### config.mk
export PLATFORM = sky130hd
export DESIGN_NAME = command_packet_framer
export DESIGN_NICKNAME = d
export VERILOG_FILES = /design/src/rtl/cpf_pkg.sv /design/src/rtl/cpf_frame.sv /design/src/rtl/cpf_queue.sv /design/src/rtl/command_packet_framer.sv
export SDC_FILE = /design/constraint.sdc
export NUM_CORES = 1
export LEC_CHECK = 0
export ABC_AREA = 1
export BUFFER_PORTS_ARGS = -buffer_cell sky130_fd_sc_hd__buf_2
export CAP_MARGIN = 20
export CORE_MARGIN = 2
export CORE_UTILIZATION = 51
export DETAILED_ROUTE_END_ITERATION = 10
export GPL_TIMING_DRIVEN = 0
export PLACE_DENSITY = 0.75
export SLEW_MARGIN = 15
export SYNTH_ARGS = -nofsm -noshare
export SYNTH_HDL_FRONTEND = slang
export SYNTH_SLANG_ARGS = --single-unit
### constraint.sdc
create_clock -name clock -period 14.5 [get_ports clock]
set_clock_uncertainty 0.15 [all_clocks]
set_input_delay 4.35 -clock clock [delete_from_list [all_inputs] [get_ports clock]]
set_output_delay 4.35 -clock clock [all_outputs]
set_load 0.02 [all_outputs]
### src/rtl/cpf_pkg.sv
// Package: shared types, codes and sizes for the command packet framer.
`timescale 1ns / 1ps
`default_nettype none

package cpf_pkg;

   // Item codes carried on the opcode field.
   typedef enum logic {
      OP_HEADER = 1'b0,
      OP_DATA   = 1'b1
   } opcode_type;

   // Register indexes on the csr port.
   localparam int CSR_INDEX_WIDTH = 1;
   localparam logic [CSR_INDEX_WIDTH-1:0] REG_START_BYTE = 1'b0;
   localparam logic [CSR_INDEX_WIDTH-1:0] REG_END_BYTE   = 1'b1;

   localparam logic [7:0] START_BYTE_RESET = 8'h01;
   localparam logic [7:0] END_BYTE_RESET   = 8'h03;

   // Chunk queue depth, a power of two, at least 4.
   localparam int QUEUE_DEPTH = 4;

   typedef struct packed {
      logic [7:0] b0;
      logic [7:0] b1;
      logic [7:0] b2;
      logic [7:0] b3;
      logic       last;
   } chunk_type;

   // Up to two chunks produced by one accepted word.
   typedef struct packed {
      logic [1:0] n;
      chunk_type  c0;
      chunk_type  c1;
   } push_type;

endpackage

`default_nettype wire

### src/rtl/cpf_frame.sv
// Framing state: running sum, byte count, pending data and chunk building.
`timescale 1ns / 1ps
`default_nettype none

module cpf_frame (
   input  wire logic                                  clock,
   input  wire logic                                  reset,
   input  wire logic                                  accept,
   input  wire logic                                  opcode,
   input  wire logic [7:0]                            packet_kind,
   input  wire logic [7:0]                            command,
   input  wire logic [15:0]                           data_length,
   input  wire logic [7:0]                            data_byte,
   input  wire logic                                  csr_write,
   input  wire logic [cpf_pkg::CSR_INDEX_WIDTH-1:0]   csr_index,
   input  wire logic [7:0]                            csr_wdata,
   output cpf_pkg::push_type                          push
);
   import cpf_pkg::*;

   logic [7:0]  start_ff, start_in;
   logic [7:0]  end_ff, end_in;
   logic [15:0] left_ff, left_in;
   logic [7:0]  sum_ff, sum_in;
   logic [1:0]  cnt_ff, cnt_in;
   logic        open_ff, open_in;
   logic [7:0]  pend_ff [3];
   logic [7:0]  pend_in [3];

   logic [15:0] hdr_len;
   logic        pre_valid;
   chunk_type   pre;
   logic        done;
   logic [1:0]  fill;
   logic [7:0]  crc;
   chunk_type   fin_a, fin_b;
   logic [1:0]  fin_n;

   // Config registers
   always_comb begin
      start_in = start_ff;
      end_in   = end_ff;
      if (csr_write) begin
         case (csr_index)
            REG_START_BYTE: start_in = csr_wdata;
            REG_END_BYTE:   end_in   = csr_wdata;
            default: ;
         endcase
      end
   end

   // Next state and the chunk that precedes any closing chunk
   always_comb begin
      left_in   = left_ff;
      sum_in    = sum_ff;
      cnt_in    = cnt_ff;
      open_in   = open_ff;
      pre_valid = 1'b0;
      pre       = '0;
      done      = 1'b0;
      hdr_len   = data_length + 16'd1;
      for (int i = 0; i < 3; i++) begin
         pend_in[i] = pend_ff[i];
      end
      if (accept) begin
         if (opcode == OP_HEADER) begin
            pre_valid = 1'b1;
            pre       = {start_ff | packet_kind, hdr_len[15:8], hdr_len[7:0], command, 1'b0};
            sum_in    = hdr_len[15:8] + hdr_len[7:0] + command;
            left_in   = data_length;
            cnt_in    = 2'd0;
            open_in   = 1'b1;
            done      = (data_length == 16'd0);
         end else if (open_ff) begin
            sum_in  = sum_ff + data_byte;
            left_in = left_ff - 16'd1;
            if (cnt_ff == 2'd3) begin
               pre_valid = 1'b1;
               pre       = {pend_ff[0], pend_ff[1], pend_ff[2], data_byte, 1'b0};
               cnt_in    = 2'd0;
            end else begin
               for (int i = 0; i < 3; i++) begin
                  if (cnt_ff == 2'(i)) begin
                     pend_in[i] = data_byte;
                  end
               end
               cnt_in = cnt_ff + 2'd1;
            end
            done = (left_ff == 16'd1);
         end
      end
      fill = cnt_in;
      if (done) begin
         cnt_in  = 2'd0;
         open_in = 1'b0;
      end
   end

   // Closing chunk(s) from the fill level after this word
   always_comb begin
      crc   = 8'd0 - sum_in;
      fin_b = {end_ff, 8'd0, 8'd0, 8'd0, 1'b1};
      fin_n = 2'd1;
      case (fill)
         2'd0: fin_a = {crc, end_ff, 8'd0, 8'd0, 1'b1};
         2'd1: fin_a = {pend_in[0], crc, end_ff, 8'd0, 1'b1};
         2'd2: fin_a = {pend_in[0], pend_in[1], crc, end_ff, 1'b1};
         default: begin
            fin_a = {pend_in[0], pend_in[1], pend_in[2], crc, 1'b0};
            fin_n = 2'd2;
         end
      endcase
   end

   always_comb begin
      push.n  = {1'b0, pre_valid} + (done ? fin_n : 2'd0);
      push.c0 = pre_valid ? pre : fin_a;
      push.c1 = pre_valid ? fin_a : fin_b;
   end

   always_ff @(posedge clock) begin
      if (reset) begin
         start_ff <= START_BYTE_RESET;
         end_ff   <= END_BYTE_RESET;
         left_ff  <= '0;
         sum_ff   <= '0;
         cnt_ff   <= '0;
         open_ff  <= 1'b0;
      end else begin
         start_ff <= start_in;
         end_ff   <= end_in;
         left_ff  <= left_in;
         sum_ff   <= sum_in;
         cnt_ff   <= cnt_in;
         open_ff  <= open_in;
      end
   end

   always_ff @(posedge clock) begin
      for (int i = 0; i < 3; i++) begin
         pend_ff[i] <= pend_in[i];
      end
   end

   a_idle_empty: assert property (@(posedge clock) disable iff (reset)
      !open_ff |-> cnt_ff == 2'd0)
      else $error("pending bytes held with no open packet");

   a_empty_closes: assert property (@(posedge clock) disable iff (reset)
      accept && opcode == OP_HEADER && data_length == 16'd0 |=> !open_ff)
      else $error("empty packet left open");

   a_two_ends: assert property (@(posedge clock) disable iff (reset)
      push.n == 2'd2 |-> push.c1.last && !push.c0.last)
      else $error("two chunks without packet end on the second");

endmodule

`default_nettype wire

### src/rtl/cpf_queue.sv
// Chunk queue: takes up to two chunks per cycle, hands out one per cycle unless stalled.
`timescale 1ns / 1ps
`default_nettype none

module cpf_queue #(
   parameter int DEPTH = cpf_pkg::QUEUE_DEPTH
) (
   input  wire logic              clock,
   input  wire logic              reset,
   input  wire cpf_pkg::push_type push,
   output logic                   full,
   output logic                   rsp_valid,
   input  wire logic              rsp_stall,
   output cpf_pkg::chunk_type     rsp_chunk
);
   import cpf_pkg::*;

   localparam int PTR_W = $clog2(DEPTH);
   localparam int CNT_W = $clog2(DEPTH + 1);

   chunk_type          q_ff [DEPTH];
   logic [PTR_W-1:0]   wr_ff, wr_in;
   logic [PTR_W-1:0]   rd_ff, rd_in;
   logic [CNT_W-1:0]   count_ff, count_in;
   logic [PTR_W-1:0]   wr_next;
   logic               pop;

   assign pop       = rsp_valid && !rsp_stall;
   assign rsp_valid = (count_ff != '0);
   assign rsp_chunk = q_ff[rd_ff];
   // Room for a full two-chunk word is required before accepting.
   assign full      = (count_ff > CNT_W'(DEPTH - 2));
   assign wr_next   = wr_ff + PTR_W'(1);

   always_comb begin
      wr_in    = wr_ff + PTR_W'(push.n);
      rd_in    = rd_ff + PTR_W'(pop);
      count_in = count_ff + CNT_W'(push.n) - CNT_W'(pop);
   end

   always_ff @(posedge clock) begin
      if (reset) begin
         wr_ff    <= '0;
         rd_ff    <= '0;
         count_ff <= '0;
      end else begin
         wr_ff    <= wr_in;
         rd_ff    <= rd_in;
         count_ff <= count_in;
      end
   end

   always_ff @(posedge clock) begin
      if (push.n != 2'd0) begin
         q_ff[wr_ff] <= push.c0;
      end
      if (push.n == 2'd2) begin
         q_ff[wr_next] <= push.c1;
      end
   end

   a_no_overflow: assert property (@(posedge clock) disable iff (reset)
      int'(count_ff) + int'(push.n) <= DEPTH)
      else $error("chunk queue overflow");

   a_push_bound: assert property (@(posedge clock) disable iff (reset)
      push.n != 2'd3)
      else $error("more than two chunks from one word");

   a_count_tracks: assert property (@(posedge clock) disable iff (reset)
      !reset |=> count_ff == $past(count_ff) + CNT_W'($past(push.n)) - CNT_W'($past(pop)))
      else $error("queue count out of step with pushes and pops");

endmodule

`default_nettype wire

### src/rtl/command_packet_framer.sv
// Top level: command packet framer, header and data words in, four-byte chunks out.
//
//   channel  direction  handshake              payload
//   req      in         req_valid / req_stall  opcode, packet_kind, command,
//                                              data_length, data_byte
//   rsp      out        rsp_valid / rsp_stall  chunk_byte0..3, packet_end
//   csr      in         csr_write              csr_index, csr_wdata
//
// One req word per cycle while req_stall is low; its chunks land in the queue at
// the next edge and go out on rsp one chunk per cycle while rsp_stall is low.
// A word yields zero, one or two chunks; the two-chunk cases (packet close
// with two or three bytes pending, empty packet) set the long-term rate.
// req_stall is high while the queue has room for fewer than two chunks.
// Synchronous reset clears the packet state and queue; start byte 0x01,
// end byte 0x03.
`timescale 1ns / 1ps
`default_nettype none

module command_packet_framer #(
   parameter int QUEUE_DEPTH = cpf_pkg::QUEUE_DEPTH
) (
   input  wire logic                                  clock,
   input  wire logic                                  reset,
   input  wire logic                                  req_valid,
   output logic                                       req_stall,
   input  wire logic                                  req_opcode,
   input  wire logic [7:0]                            req_packet_kind,
   input  wire logic [7:0]                            req_command,
   input  wire logic [15:0]                           req_data_length,
   input  wire logic [7:0]                            req_data_byte,
   output logic                                       rsp_valid,
   input  wire logic                                  rsp_stall,
   output logic [7:0]                                 rsp_chunk_byte0,
   output logic [7:0]                                 rsp_chunk_byte1,
   output logic [7:0]                                 rsp_chunk_byte2,
   output logic [7:0]                                 rsp_chunk_byte3,
   output logic                                       rsp_packet_end,
   input  wire logic                                  csr_write,
   input  wire logic [cpf_pkg::CSR_INDEX_WIDTH-1:0]   csr_index,
   input  wire logic [7:0]                            csr_wdata
);
   import cpf_pkg::*;

   logic      req_accept;
   push_type  push;
   chunk_type chunk;
   logic      full;

   assign req_stall  = full;
   assign req_accept = req_valid && !req_stall;

   cpf_frame u_frame (
      .clock       (clock),
      .reset       (reset),
      .accept      (req_accept),
      .opcode      (req_opcode),
      .packet_kind (req_packet_kind),
      .command     (req_command),
      .data_length (req_data_length),
      .data_byte   (req_data_byte),
      .csr_write   (csr_write),
      .csr_index   (csr_index),
      .csr_wdata   (csr_wdata),
      .push        (push)
   );

   cpf_queue #(
      .DEPTH (QUEUE_DEPTH)
   ) u_queue (
      .clock     (clock),
      .reset     (reset),
      .push      (push),
      .full      (full),
      .rsp_valid (rsp_valid),
      .rsp_stall (rsp_stall),
      .rsp_chunk (chunk)
   );

   assign rsp_chunk_byte0 = chunk.b0;
   assign rsp_chunk_byte1 = chunk.b1;
   assign rsp_chunk_byte2 = chunk.b2;
   assign rsp_chunk_byte3 = chunk.b3;
   assign rsp_packet_end  = chunk.last;

endmodule

`default_nettype wire

=== After elaboration in Yosys (flattened, before gate mapping) ===
Memory sizes are Yosys's and may differ from the RTL's. A register that Yosys moved wholly into a read port is not among the register bits.
Index checks and enable logic that the tools add are counted.

* Multiply operators: 0
* Add/sub/neg operators: 13
* Shift operators: 0
* Bitwise operators: 3
* Equal/unequal tests: 8
* Divide/modulo/power cells: 0
* Reduce and logical (&&, ||, !) cells: 15
* Mux-type cells: 37
* $lt $le $gt $ge: 1

{| class="wikitable"
|+ Operators with widths
! kind !! count
|-
| 2-to-1 mux 33 bit || 6
|-
| case mux 33 bit (3 select lines) || 1
|-
| 2-to-1 mux 24 bit || 4
|-
| 2-to-1 mux 8 bit || 6
|-
| 2-to-1 mux 16 bit || 2
|-
| adder 8 bit || 3
|-
| adder 16 x 1 -> 16 bit, second input constant || 1
|-
| == test 16 x 1 -> 1 bit, second input constant || 1
|-
| zero test 16 bit || 1
|-
| subtractor 16 x 1 -> 16 bit, second input constant || 1
|-
| 2-to-1 mux 2 bit || 7
|-
| 2-to-1 mux 1 bit || 11
|-
| == test 2 bit, second input constant || 4
|-
| OR 8 bit || 1
|-
| AND reduction 2 bit || 4
|-
| subtractor 1 x 8 -> 8 bit, first input constant || 1
|-
| adder 2 x 1 -> 2 bit, second input constant || 2
|-
| == test 2 x 1 -> 1 bit, second input constant || 2
|-
| zero test 2 bit || 2
|-
| adder 3 x 2 -> 3 bit || 1
|-
| > comparator 3 x 2 -> 1 bit, second input constant || 1
|-
| nonzero test 3 bit || 1
|-
| OR reduction 3 bit || 1
|-
| subtractor 3 x 1 -> 3 bit || 1
|-
| 9 further kinds || 12
|}

* ROM bits: 0
* Bits in latches: 0
* Output and inout port bits: 35
* Bits in writable memories: 156
* Memories: 2
* Input bits: 55
* Bits in registers: 50
* Word-level logic and storage cells: 88

{| class="wikitable"
|+ Memory list
! name !! words !! width !! read ports !! clocked after memory_dff !! write ports !! RTL line !! text
|-
| u_queue.q_ff || 4 || 33 || 1 || 1 || 2 || cpf_queue.sv:21 || <nowiki>chunk_type q_ff [DEPTH];</nowiki>
|-
| u_frame.pend_ff || 3 || 8 || 3 || 0 || 3 || cpf_frame.sv:27 || <nowiki>logic [7:0] pend_ff [3];</nowiki>
|}

=== Longest topological paths before layout ===
Gate-level depths: netlist (run 1).

* Depth after elaboration: 13
* Mapped depth: 33
* Depth with buffers taken out: 33

=== By module ===
A second synthesis (run 1) with hierarchy kept.

* Cells, all modules: 1662
* Area, all modules: 12754.7 µm²

{| class="wikitable"
|+ By module, submodules not included
! module !! seq. area each (µm²) !! cells an instance !! times used !! area an instance (µm²)
|-
| cpf_queue || 4103.9 || 704 || 1 || 6882.9
|-
| cpf_frame || 1341.3 || 956 || 1 || 5861.9
|-
| command_packet_framer || 0.0 || 2 || 1 || 10.0
|}

=== Worst setup path before layout (run 1) ===
Ideal clock, no wire load.

* Path type: input port to flip-flop
* Start: in req_opcode
* End: mem u_queue.q_ff[0][0] in the netlist's numbering, enable pin
* Path buffers: 1
* Data arrival time: 8.573 ns
* Stages on the path: 15
* Library setup time: 0.473 ns
* Required time: 13.877 ns
* Slack: 5.303 ns
* Path through: buf_2 > inv_2 > nand4_2 > nand2_2 > nor2_8 > inv_2 > nor2_2 > inv_1 > nand2_1 > inv_1 > ha_1 > xor2_4 > inv_1 > nor2_1 > o31ai_1

{| class="wikitable"
|+ RTL lines
! what !! RTL line !! text
|-
| start: declaration || command_packet_framer.sv:26 || <nowiki>input wire logic req_opcode,</nowiki>
|-
| end: declaration || cpf_queue.sv:21 ||
|}

==> impl_summary.log, run 1 <==
[metrics] Max FO, Critical Path: 5
[metrics] Post-synth ARST share: 0
[metrics] RSZ-0062 raised after global routing: no
[metrics] overall track demand over capacity in global routing: 0.334
[metrics] total congestion overflow after global routing: 0
[metrics] CTS-repair resized insts: 0
[metrics] via density per instance: 5.88
[metrics] Max Transition Viols Final: 0
[metrics] maxcap violations: 0
[metrics] CTS H-tree depth: 1
[metrics] final hold viol count: 0
[metrics] Cell Area, Synth: 12,500 µm²
[metrics] PD cells: 159 nW/µm²
[metrics] Slew headroom: 0.409
[metrics] summed negative setup slack over all endpoints: 0 ns
[metrics] IR drop worst, VDD: 0.0880 mV
[metrics] filler cell count in the final layout: 2,181
[metrics] kind of launch point of the worst setup path: input port
[metrics] I/O Buffers: 87
[metrics] Detailed Place HPWL: 32,900 µm
[metrics] Bufs on Longest Clock Path: 3
[metrics] critical setup path kind: input port to flip-flop
[metrics] DR vias: 12,500
[metrics] highest-delay cell along the critical path: fa_1
[metrics] Synth area leader: edfxtp_1
[metrics] row count: 57
[metrics] post-synthesis sequential element count: 206
[metrics] time the worst path needs with I/O delays and setup: 8.84 ns
[metrics] ant diodes: 0
[metrics] endpoint required time on the critical path: 14.63 ns
[metrics] syn_nets: 1,753
[metrics] number of setup buffers added after CTS: 0
[metrics] vias in the first global route: 11,700
[metrics] Post-route DRC: 0
[metrics] Least-Margin Pin Slew: 0.873 ns
[metrics] CP Capture Type: flip-flop
[metrics] CTS tree: yes
[metrics] fraction of final layout cells sized beyond drive strength 1: 0.107
[metrics] result of the run: complete, no violations
[metrics] DIE HEIGHT: 161 µm
[metrics] portion of synthesized cell area occupied by the leading cell type: 0.317
[metrics] number of synthesized flops with an enable pin: 132
[metrics] number of antenna violations at the first check in global routing: 1
[metrics] ranking of synthesized cells by area: edfxtp_1, nand2_1, dfxtp_1
[metrics] final setup fails: 0
[metrics] sequential element share of the synthesized area: 0.435
[metrics] static power due to leakage: 0.00607 µW
[metrics] data arrival time at the worst-slack endpoint: 8.97 ns
[metrics] initial detailed-routing violation count: 1,681
[metrics] nets: 1,874
[metrics] cell class contributing the biggest share of worst-path delay: simple AND/OR/NAND/NOR gates
[metrics] remaining antenna violation count after routing: 0
[metrics] total area of multi-input combinational cells: 6160 µm²
[metrics] longest individual stage delay on the worst path: 0.52 ns
[metrics] starting utilization of the core area: 0.518
[metrics] detailed-route wire length: 43,600 µm
[metrics] buffer type at the clock tree root: clkbuf_16
[metrics] maximum clock frequency: 113 MHz
[metrics] Mapped Cells: 1,660
[metrics] final weighted congestion of routability-driven global placement: 1.01
[metrics] Top FF cell, synth: edfxtp_1
[metrics] area enclosed by the die boundary: 25,800 µm²
[metrics] total number of clock tree sinks: 206
[metrics] sequential cell area: 5450 µm²
[metrics] Avg WL per Cell: 20.5 µm
[metrics] Synth warnings: 0
[metrics] width of the chip: 161 µm
[metrics] wire length of the first global-routing pass: 66,300 µm
[metrics] post-synthesis average cell area: 7.54 µm²
[metrics] part of the cycle the worst path needs: 0.610
[metrics] CP dominant cell by count: nand2_1
[metrics] number of placed I/O pins: 90
[metrics] drt pass-1 iters: 7
[metrics] worst hold path type: flip-flop to flip-flop
[metrics] clock latency of the later-clocked register in the worst-skew pair: 0.52 ns
[metrics] Inserted Clock Buffers: 23
[metrics] leading cell type in the layout, fill and taps excluded: nand2_1
[metrics] placeable core region: 24,200 µm²
[metrics] area grow syn2layout: 14.6%
[metrics] synth unique cells: 48
[metrics] leading cell types in the layout, fill and taps excluded: nand2_1, o21ai_0, nor2_1
[metrics] Buf/Inv on CP: 4
[metrics] CTS clk-pin slew, worst paths: 0.06 ns
[metrics] Overall Power: 2270 µW
[metrics] pin count of the biggest net entering global routing: 20
[metrics] hold buffers post-CTS: 0
## where the power goes
part	switching, µW	internal, µW	total [µW]
Sequential	32.4	719	752
Clock	252	365	617
Combinational	638	268	906
## final timing paths
check,from,end,slack [ns],cells past startpoint
setup / recovery,req_data_length[0],u_queue.q_ff[1][24],5.66,31
setup reg to reg,u_frame.cnt_ff[1],u_queue.q_ff[0][11],9.73,19
hold / removal,u_frame.left_ff[13],u_frame.left_ff[13],0.34,2
hold reg to reg,u_frame.left_ff[13],u_frame.left_ff[13],0.34,2
## kinds of logic after synthesis
logic type | share of synthesized area
buf+inv | 0.0764
simple gates | 0.251
xor+xnor | 0.0162
fa+ha+maj | 0.0440
flops | 0.435
compound gates | 0.177
## registers in the layout, summed over array words and instances (netlist names)
register          flops
u_frame.start_ff      8
u_frame.left_ff      16
u_queue.q_ff        132
u_queue.count_ff      3
u_queue.wr_ff         2
u_queue.rd_ff         2
u_frame.sum_ff        8
u_frame.cnt_ff        2
u_frame.pend_ff      24
u_frame.open_ff       1
u_frame.end_ff        8
## synth_stat cells (5+ instances only)
cell / n
dfxtp_1: 74
a21oi_1: 45
fa_1: 10
o311ai_0: 8
or2_2: 8
o221ai_1: 13
inv_2: 8
ha_1: 28
nand2_1: 427
edfxtp_1: 132
nand3_1: 115
o211ai_1: 13
nor3_1: 5
xor2_1: 14
nand4_1: 14
nor2_1: 160
a31oi_1: 9
clkbuf_1: 59
o22ai_1: 40
buf_1: 5
xnor2_1: 6
inv_1: 147
o21ai_1: 21
o21ai_0: 229
nand2_2: 5
buf_2: 24
## cell type report
class                           instances  area share
Multi-Input combinational cell       1208       0.430
Sequential cell                       206       0.380
Timing Repair Buffer                   96      0.0417
Inverter                              158      0.0415
Clock buffer                           28      0.0414
Tap cell                              324      0.0283
Buffer                                 88      0.0251
Clock inverter                         14      0.0127
## worst min-delay path: stages, from the launching register on
cell	delay, ns
dfxtp_1	0.32
nand2_1	0.06
a21oi_1	0.06
## routing by layer
metal  vias up  GRT usage  part of all wire
met5         -          0           0.00030
met4         2      0.128             0.045
met3       151     0.0504              0.10
met2       784      0.568              0.47
met1      5663      0.433              0.38
li1       5871          -                 -
## metrics by stage
step	std cells	setup WS, ns	area (µm²)	utilization	hold slack, ns
floorplan	1660	5.30	12500	-	0.274
global placement	2071	2.87	13400	0.552	0.303
detailed placement	2079	5.19	13600	0.561	0.328
CTS	2121	5.71	14300	0.593	0.339
global route	2122	5.19	14300	0.593	0.355
finish	2122	5.66	14300	0.593	0.344
No activity file was read; power rests on OpenSTA's default activity.
==> inputs of run 2 (changes only) <==
- ABC_AREA: 1 -> 0
- clock period: 14.5 -> 8.9 ns (I/O delays scaled with it)
==> run 2 against run 1 <==
Against the previous run: first-iteration DRC count shrank 23%; die area down 0.41%; utilization shrank 0.53 points; global-route usage down 1.5 points; clock power rose by 56%; worst hold slack worse by 0.028 ns; total power up 53%; clock-buffer cell count increased by 1; non-clock buffer count fell by 15; sequential share of layout area increased by 0.34 points; synthesized cell count decreased by 26%; flip-flop and latch count did not move; critical path type unchanged; largest cell class unchanged; highest routed layer is now met4.
==> impl_summary.log, run 2 <==
[metrics] hold-critical path depth: 2 (unchanged)
[metrics] drt pass-1 iters: 9 (+2)
[metrics] most common library cells after synthesis: nand2_1, nor2_1, edfxtp_1
[metrics] total number of clock tree sinks: 206 (unchanged)
[metrics] via density per instance: 6.41 (+9.0%)
[metrics] number of placed I/O pins: 90 (unchanged)
[metrics] Buf/Inv on CP: 2 (-2)
[metrics] Synth area leader: edfxtp_1
[metrics] width of the chip: 160 µm (-0.21%)
[metrics] cell class contributing the biggest share of worst-path delay: compound AO/OA/AOI/OAI gates
[metrics] final std cell area, no fill: 14,200 µm² (-0.89%)
[metrics] number of setup buffers added after CTS: 0 (unchanged)
[metrics] overall track demand over capacity in global routing: 0.319 (-0.0149)
[metrics] sequential element share of the synthesized area: 0.437 (+0.00184)
[metrics] endpoint required time on the critical path: 8.97 ns (-5.66 ns)
[metrics] Mapped Cells: 1,235 (-26%)
[metrics] ant diodes: 0 (unchanged)
[metrics] area enclosed by the die boundary: 25,700 µm² (-0.41%)
[metrics] vias in the first global route: 10,400 (-11%)
[metrics] part of the cycle the worst path needs: 0.874
[metrics] post-detailed-placement cell area: 13,500 µm² (-0.69%)
[metrics] Avg WL per Cell: 24.4 µm (+19%)
[metrics] highest-delay cell along the critical path: xnor2_1
[metrics] Top FF cell, synth: edfxtp_1
[metrics] final design utilization: 0.588 (-0.00528)
[metrics] CTS clk-pin slew, worst paths: 0.06 ns (about the same)
[metrics] clock latency of the later-clocked register in the worst-skew pair: 0.52 ns (about the same)
[metrics] I/O Buffers: 87 (unchanged)
[metrics] total congestion overflow after global routing: 0 (unchanged)
[metrics] initial detailed-routing violation count: 1,294 (-23%)
[metrics] Max Transition Viols Final: 0 (unchanged)
[metrics] number of antenna violations at the first check in global routing: 0 (-1)
[metrics] worst hold path type: flip-flop to flip-flop
[metrics] area grow syn2layout: 14.1%
[metrics] starting utilization of the core area: 0.515 (-0.00217)
[metrics] syn_nets: 1,328 (-24%)
[metrics] leading cell type in the layout, fill and taps excluded: nand2_1
[metrics] ranking of synthesized cells by area: edfxtp_1, dfxtp_1, mux4_2
[metrics] register ranked first by flip-flop count: u_queue.q_ff
[metrics] time the worst path needs with I/O delays and setup: 7.78 ns
[metrics] static power due to leakage: 0.00555 µW (-8.5%)
[metrics] leading cell types in the layout, fill and taps excluded: nand2_1, edfxtp_1, nor2_1
[metrics] RSZ-0062 raised after global routing: no
[metrics] result of the run: complete, no violations
[metrics] hold buffers post-CTS: 0 (unchanged)
[metrics] Top Registers: u_queue.q_ff (132), u_frame.pend_ff (24), u_frame.left_ff (16)
[metrics] critical setup path kind: input port to flip-flop
[metrics] longest individual stage delay on the worst path: 0.66 ns (+0.14 ns)
[metrics] number of synthesized flops with an enable pin: 132 (unchanged)
[metrics] pin count of the biggest net entering global routing: 22 (+10%)
[metrics] nets: 1,447 (-23%)
[metrics] worst setup slack after placement: 0.767 ns (-4.42 ns)
[metrics] Inserted Clock Buffers: 23 (unchanged)
[metrics] maximum clock frequency: 129 MHz
[metrics] Max FO, Critical Path: 7 (+2)
[metrics] chain of cells forming the critical path: buf_2, and4_1, nand4_1, nor2_1, xnor2_1, fa_1, inv_1, ha_1, fa_1, a211oi_1, o2111a_1, a221oi_1, nand3b_1, nand3_1, xnor2_1, o22ai_1, a21oi_1, a21oi_1
[metrics] Worst Reg2Reg Path Length in Cells: 15 (-4)
[metrics] CP Capture Type: flip-flop
[metrics] CTS tree: yes
[metrics] CTS H-tree depth: 1 (unchanged)
[metrics] DIE HEIGHT: 160 µm (-0.21%)
[metrics] CTS-repair resized insts: 0 (unchanged)
[metrics] kind of launch point of the worst setup path: input port
[metrics] portion of synthesized cell area occupied by the leading cell type: 0.318 (+0.00134)
[metrics] placeable core region: 24,200 µm² (unchanged)
[metrics] IR drop worst, VDD: 0.142 mV (+61%)
[metrics] post-synthesis sequential element count: 206 (unchanged)
[metrics] depth of the critical timing path with buffers and inverters included: 18 (-42%)
[metrics] Cell Area, Synth: 12,500 µm² (-0.42%)
[metrics] detailed-route wire length: 41,400 µm (-5.0%)
[metrics] buffer type at the clock tree root: clkbuf_16
[metrics] Post-route DRC: 0 (unchanged)
[metrics] Bufs on Longest Clock Path: 3 (unchanged)
[metrics] max FFs per register: 132 (unchanged)
[metrics] fraction of final layout cells sized beyond drive strength 1: 0.184 (+0.0766)
[metrics] remaining antenna violation count after routing: 0 (unchanged)
[metrics] Synth warnings: 0 (unchanged)
[metrics] wire length of the first global-routing pass: 62,300 µm (-6.0%)
[metrics] min setup slack post-route: 1.12 ns (-4.53 ns)
[metrics] Detailed Place HPWL: 31,200 µm (-5.1%)
[metrics] data arrival time at the worst-slack endpoint: 7.85 ns (-1.12 ns)
[metrics] Least-Margin Pin Slew: 1.01 ns (+0.137 ns)
[metrics] DR vias: 10,900 (-13%)
[metrics] row count: 57 (unchanged)
[metrics] PD cells: 244 nW/µm² (+54%)
[metrics] synth unique cells: 82 (+71%)
[metrics] final setup fails: 0 (unchanged)
[metrics] final hold viol count: 0 (unchanged)
[metrics] final weighted congestion of routability-driven global placement: 1.01 (-0.24%)
[metrics] Slew headroom: 0.327 (-0.0819)
[metrics] maxcap violations: 0 (unchanged)
[metrics] post-synthesis average cell area: 10.1 µm² (+34%)
[metrics] Post-synth ARST share: 0 (unchanged)
[metrics] library cell with the highest instance count after synthesis: nand2_1
==> run 2: worst min-delay path, stage by stage (launching register included) <==
cell and delay, ns:
dfxtp_1 0.31, nand2_1 0.05, a21oi_1 0.05
==> run 2: final cells by class <==
class | count | area (µm²)
fill | 2079 | 9960
multi-input combinational | 903 | 6550
sequential | 206 | 5450
clock buffer | 29 | 598
timing repair buffer | 94 | 571
tap | 324 | 405
buffer | 75 | 314
inverter | 51 | 191
clock inverter | 12 | 138
==> run 2: layer usage <==
metal  wire (µm)  track usage  up-vias
li1            -            -     4816
met1       16200        0.431     5218
met2       18900        0.510      717
met3        4330       0.0579      104
met4        1990        0.137        0
met5           0            0        -
==> run 2: through the flow <==
stage / cells / TNS, ns / total power [µW] / hold slack, ns
floorplan: 1235 / 0 / 2100 / 0.283
global placement: 1646 / -171.19 / 2460 / 0.293
detailed placement: 1652 / 0 / 2500 / 0.303
CTS: 1693 / 0 / 3440 / 0.312
global route: 1694 / 0 / 3620 / 0.335
finish: 1694 / 0 / 3470 / 0.316
==> run 2: power breakdown <==
part | switching [µW] | internal (µW)
logic | 807 | 480
clock network | 398 | 562
registers | 50.5 | 1170
==> run 2: kinds of logic (layout without fill, tap and decap cells) <==
group,after synthesis,count (layout),synth area share
compound gates,273,273,0.144
mux,143,143,0.152
buf+inv,126,261,0.0405
simple gates,415,415,0.157
fa+ha+maj,38,38,0.0442
flops,206,206,0.437
xor+xnor,34,34,0.0262
==> run 2: final timing paths <==
check	slack, ns	endpoint	from
max reg2reg	3.08	u_queue.q_ff[2][4]	u_queue.count_ff[1]
min	0.32	u_frame.start_ff[1]	u_frame.start_ff[1]
min reg2reg	0.32	u_frame.start_ff[1]	u_frame.start_ff[1]
max	1.12	u_queue.q_ff[2][15]	req_data_length[2]
==> inputs of run 3 (changes only) <==
- CELL_PAD_IN_SITES_DETAIL_PLACEMENT: unset -> 1
- CELL_PAD_IN_SITES_GLOBAL_PLACEMENT: unset -> 2
- CORE_UTILIZATION: 51 -> 40
- GPL_TIMING_DRIVEN: 0 -> unset
- PLACE_DENSITY: 0.75 -> 0.87
==> run 3 against run 2 <==
Against the previous run: register-to-register slack improved by 0.78 ns; sequential power about the same; sequential share of layout area rose by 0.097 points; fmax up 6.9%; combinational power about the same; final cell count grew 1.4%; via count down 3.7%; die area up 27%; cell area decreased by 0.23%; clock power increased by 6%.
==> impl_summary.log, run 3 (same netlist as run 2, synthesis figures left out) <==
[metrics] result of the run: complete, no violations
[metrics] row count: 64 (+12%)
[metrics] IR drop worst, VDD: 0.136 mV (-4.2%)
[metrics] CTS-repair resized insts: 0 (unchanged)
[metrics] CTS tree: yes
[metrics] part of the cycle the worst path needs: 0.818 (-0.0561)
[metrics] reg2reg setup slack: 3.86 ns (+0.78 ns)
[metrics] DR vias: 10,500 (-3.7%)
[metrics] Top Registers: u_queue.q_ff (132), u_frame.pend_ff (24), u_frame.left_ff (16)
[metrics] number of antenna violations at the first check in global routing: 0 (unchanged)
[metrics] CTS H-tree depth: 1 (unchanged)
[metrics] wire length of the first global-routing pass: 66,300 µm (+6.3%)
[metrics] Bufs on Longest Clock Path: 3 (unchanged)
[metrics] Detailed Place HPWL: 31,500 µm (+1.1%)
[metrics] met2 demand-to-capacity share in global routing: 0.432 (-0.0779)
[metrics] data arrival time at the worst-slack endpoint: 7.34 ns (-0.51 ns)
[metrics] vias in the first global route: 10,900 (+4.6%)
[metrics] Overall Power: 3510 µW (+1.3%)
[metrics] fraction of final layout cells sized beyond drive strength 1: 0.199 (+0.0151)
[metrics] Inserted Clock Buffers: 25 (+8.7%)
[metrics] Avg WL per Cell: 25.4 µm (+3.9%)
[metrics] total number of clock tree sinks: 206 (unchanged)
[metrics] Slew headroom: 0.280 (-0.0463)
[metrics] worst hold path type: flip-flop to flip-flop
[metrics] M1 GR Usage: 0.354 (-0.0770)
[metrics] Least-Margin Pin Slew: 1.07 ns (+0.0614 ns)
[metrics] clock latency of the later-clocked register in the worst-skew pair: 0.52 ns (about the same)
[metrics] RSZ-0062 raised after global routing: no
[metrics] placeable core region: 30,700 µm² (+27%)
[metrics] count of non-filler cells in the finished layout: 1,717 (+1.4%)
[metrics] pin count of the biggest net entering global routing: 56 (+150%)
[metrics] time the worst path needs with I/O delays and setup: 7.28 ns (-0.499 ns)
[metrics] number of setup buffers added after CTS: 0 (unchanged)
[metrics] initial detailed-routing violation count: 774 (-40%)
[metrics] cell total after placement: 1,672 (+1.2%)
[metrics] detailed-route wire length: 43,600 µm (+5.3%)
[metrics] endpoint required time on the critical path: 8.97 ns (about the same)
[metrics] maxcap violations: 0 (unchanged)
[metrics] endpoint of the most critical register-to-register path: u_queue.q_ff[1][31]
[metrics] final setup fails: 0 (unchanged)
[metrics] buffer type at the clock tree root: clkbuf_16
[metrics] total congestion overflow after global routing: 0 (unchanged)
[metrics] startpoint of the worst hold path: u_frame.start_ff[7]
[metrics] maximum clock frequency: 137 MHz (+6.9%)
[metrics] number of placed I/O pins: 90 (unchanged)
[metrics] most utilized layer in the global route result: met2
[metrics] highest-delay cell along the critical path: a211oi_1
[metrics] Post-route DRC: 0 (unchanged)
[metrics] nets: 1,397 (-3.5%)
[metrics] static power due to leakage: 0.00553 µW (-0.25%)
[metrics] hold-critical path depth: 2 (unchanged)
[metrics] final hold viol count: 0 (unchanged)
[metrics] width of the chip: 180 µm (+13%)
[metrics] kind of launch point of the worst setup path: input port
[metrics] Worst Reg2Reg Path Length in Cells: 10 (-5)
[metrics] met3 Resource Use GR: 0.0378 (-0.0201)
[metrics] Min Hold Slack: 0.307 ns (-0.00937 ns)
[metrics] remaining antenna violation count after routing: 0 (unchanged)
[metrics] area grow syn2layout: 13.8%
[metrics] leading cell type in the layout, fill and taps excluded: nand2_1
[metrics] starting utilization of the core area: 0.406 (-0.109)
[metrics] final weighted congestion of routability-driven global placement: 0.955 (-5.5%)
[metrics] leading cell types in the layout, fill and taps excluded: nand2_1, edfxtp_1, nor2_1
[metrics] via density per instance: 6.09 (-5.0%)
[metrics] critical setup path kind: input port to flip-flop
[metrics] longest individual stage delay on the worst path: 0.71 ns (+0.05 ns)
[metrics] drt pass-1 iters: 7 (-2)
[metrics] area enclosed by the die boundary: 32,600 µm² (+27%)
[metrics] filler cell count in the final layout: 3,469 (+67%)
[metrics] DIE HEIGHT: 180 µm (+13%)
[metrics] max FFs per register: 132 (unchanged)
[metrics] overall track demand over capacity in global routing: 0.263 (-0.0560)
[metrics] Max FO, Critical Path: 7 (unchanged)
[metrics] hold buffers post-CTS: 0 (unchanged)
[metrics] I/O Buffers: 89 (+2.3%)
[metrics] summed negative setup slack over all endpoints: 0 ns (unchanged)
[metrics] register ranked first by flip-flop count: u_queue.q_ff
[metrics] Max Transition Viols Final: 0 (unchanged)
[metrics] PD cells: 248 nW/µm² (+1.5%)
[metrics] chain of cells forming the critical path: buf_2, and4_1, nand4_1, nor2_1, xnor2_1, fa_1, inv_1, ha_1, fa_1, a211oi_1, nor2_1, a221oi_1, nand3b_1, and3_4, nand2_4, nor3_1, a211oi_1, a21oi_1
[metrics] ant diodes: 0 (unchanged)
[metrics] reg-to-reg critical path startpoint: u_queue.count_ff[1]
[metrics] CP Capture Type: flip-flop
[metrics] CTS clk-pin slew, worst paths: 0.06 ns (about the same)
[metrics] endpoint of the worst hold path: u_frame.start_ff[7]
## run 3: cell types whose count changed in the layout (fill, tap and decap cells not counted), moves of 3 or more
cell	change
buf_1	-8
buf_16	-3
buf_2	-8
buf_4	+22
clkbuf_1	-52
nor4_2	-3
nor4_4	+3
## run 3: final cells by class
cell class,instances,area (µm²),share of cell area
clock inverter,14,154,0.0109
multi-input combinational,903,6590,0.464
timing repair buffer,117,663,0.0468
clock buffer,30,644,0.0454
sequential,206,5450,0.384
tap,396,495,0.0349
inverter,51,191,0.0135
## run 3: worst max-delay path: cells and delay by family
family,cells,cell delay (ns)
fa+ha+maj,3,1.21
simple gates,8,1.56
xor+xnor,1,0.12
buf+inv,2,0.20
compound gates,4,1.56
## run 3: power by group
group          switching [µW]  internal, µW  leakage [µW]
clock                     418           603      0.000381
combinational             797           467       0.00333
sequential               56.9          1170       0.00182
## run 3: per-layer routing
| layer | part of all wire | up-vias |
|---|---|---|
| li1 | - | 4702 |
| met1 | 0.43 | 5260 |
| met2 | 0.47 | 393 |
| met3 | 0.059 | 99 |
| met4 | 0.039 | 0 |
| met5 | 0 | - |
## run 3: how the worst max path moves through the flow
stage / start / to / slack, ns / cells past startpoint
after floorplan: req_valid / u_queue.q_ff[0][0] / 0.88 / 12
after global placement: req_data_length[2] / u_queue.q_ff[1][20] / 1.24 / 17
after detailed placement: req_data_length[3] / u_queue.q_ff[1][20] / 1.14 / 17
after CTS: req_data_length[2] / u_queue.q_ff[1][20] / 1.66 / 17
after global routing: req_data_length[2] / u_queue.q_ff[0][4] / 1.35 / 16
final: req_data_length[2] / u_queue.q_ff[0][8] / 1.62 / 18
## run 3: stage by stage
stage	area (µm²)	utilization	worst slack [ns]
6_report	14200	0.462	1.62
5_1_grt	14200	0.462	1.35
4_1_cts	14200	0.462	1.66
3_5_place_dp	13400	0.436	1.14
3_3_place_gp	13400	0.436	1.24
2_1_floorplan	12500	-	0.881
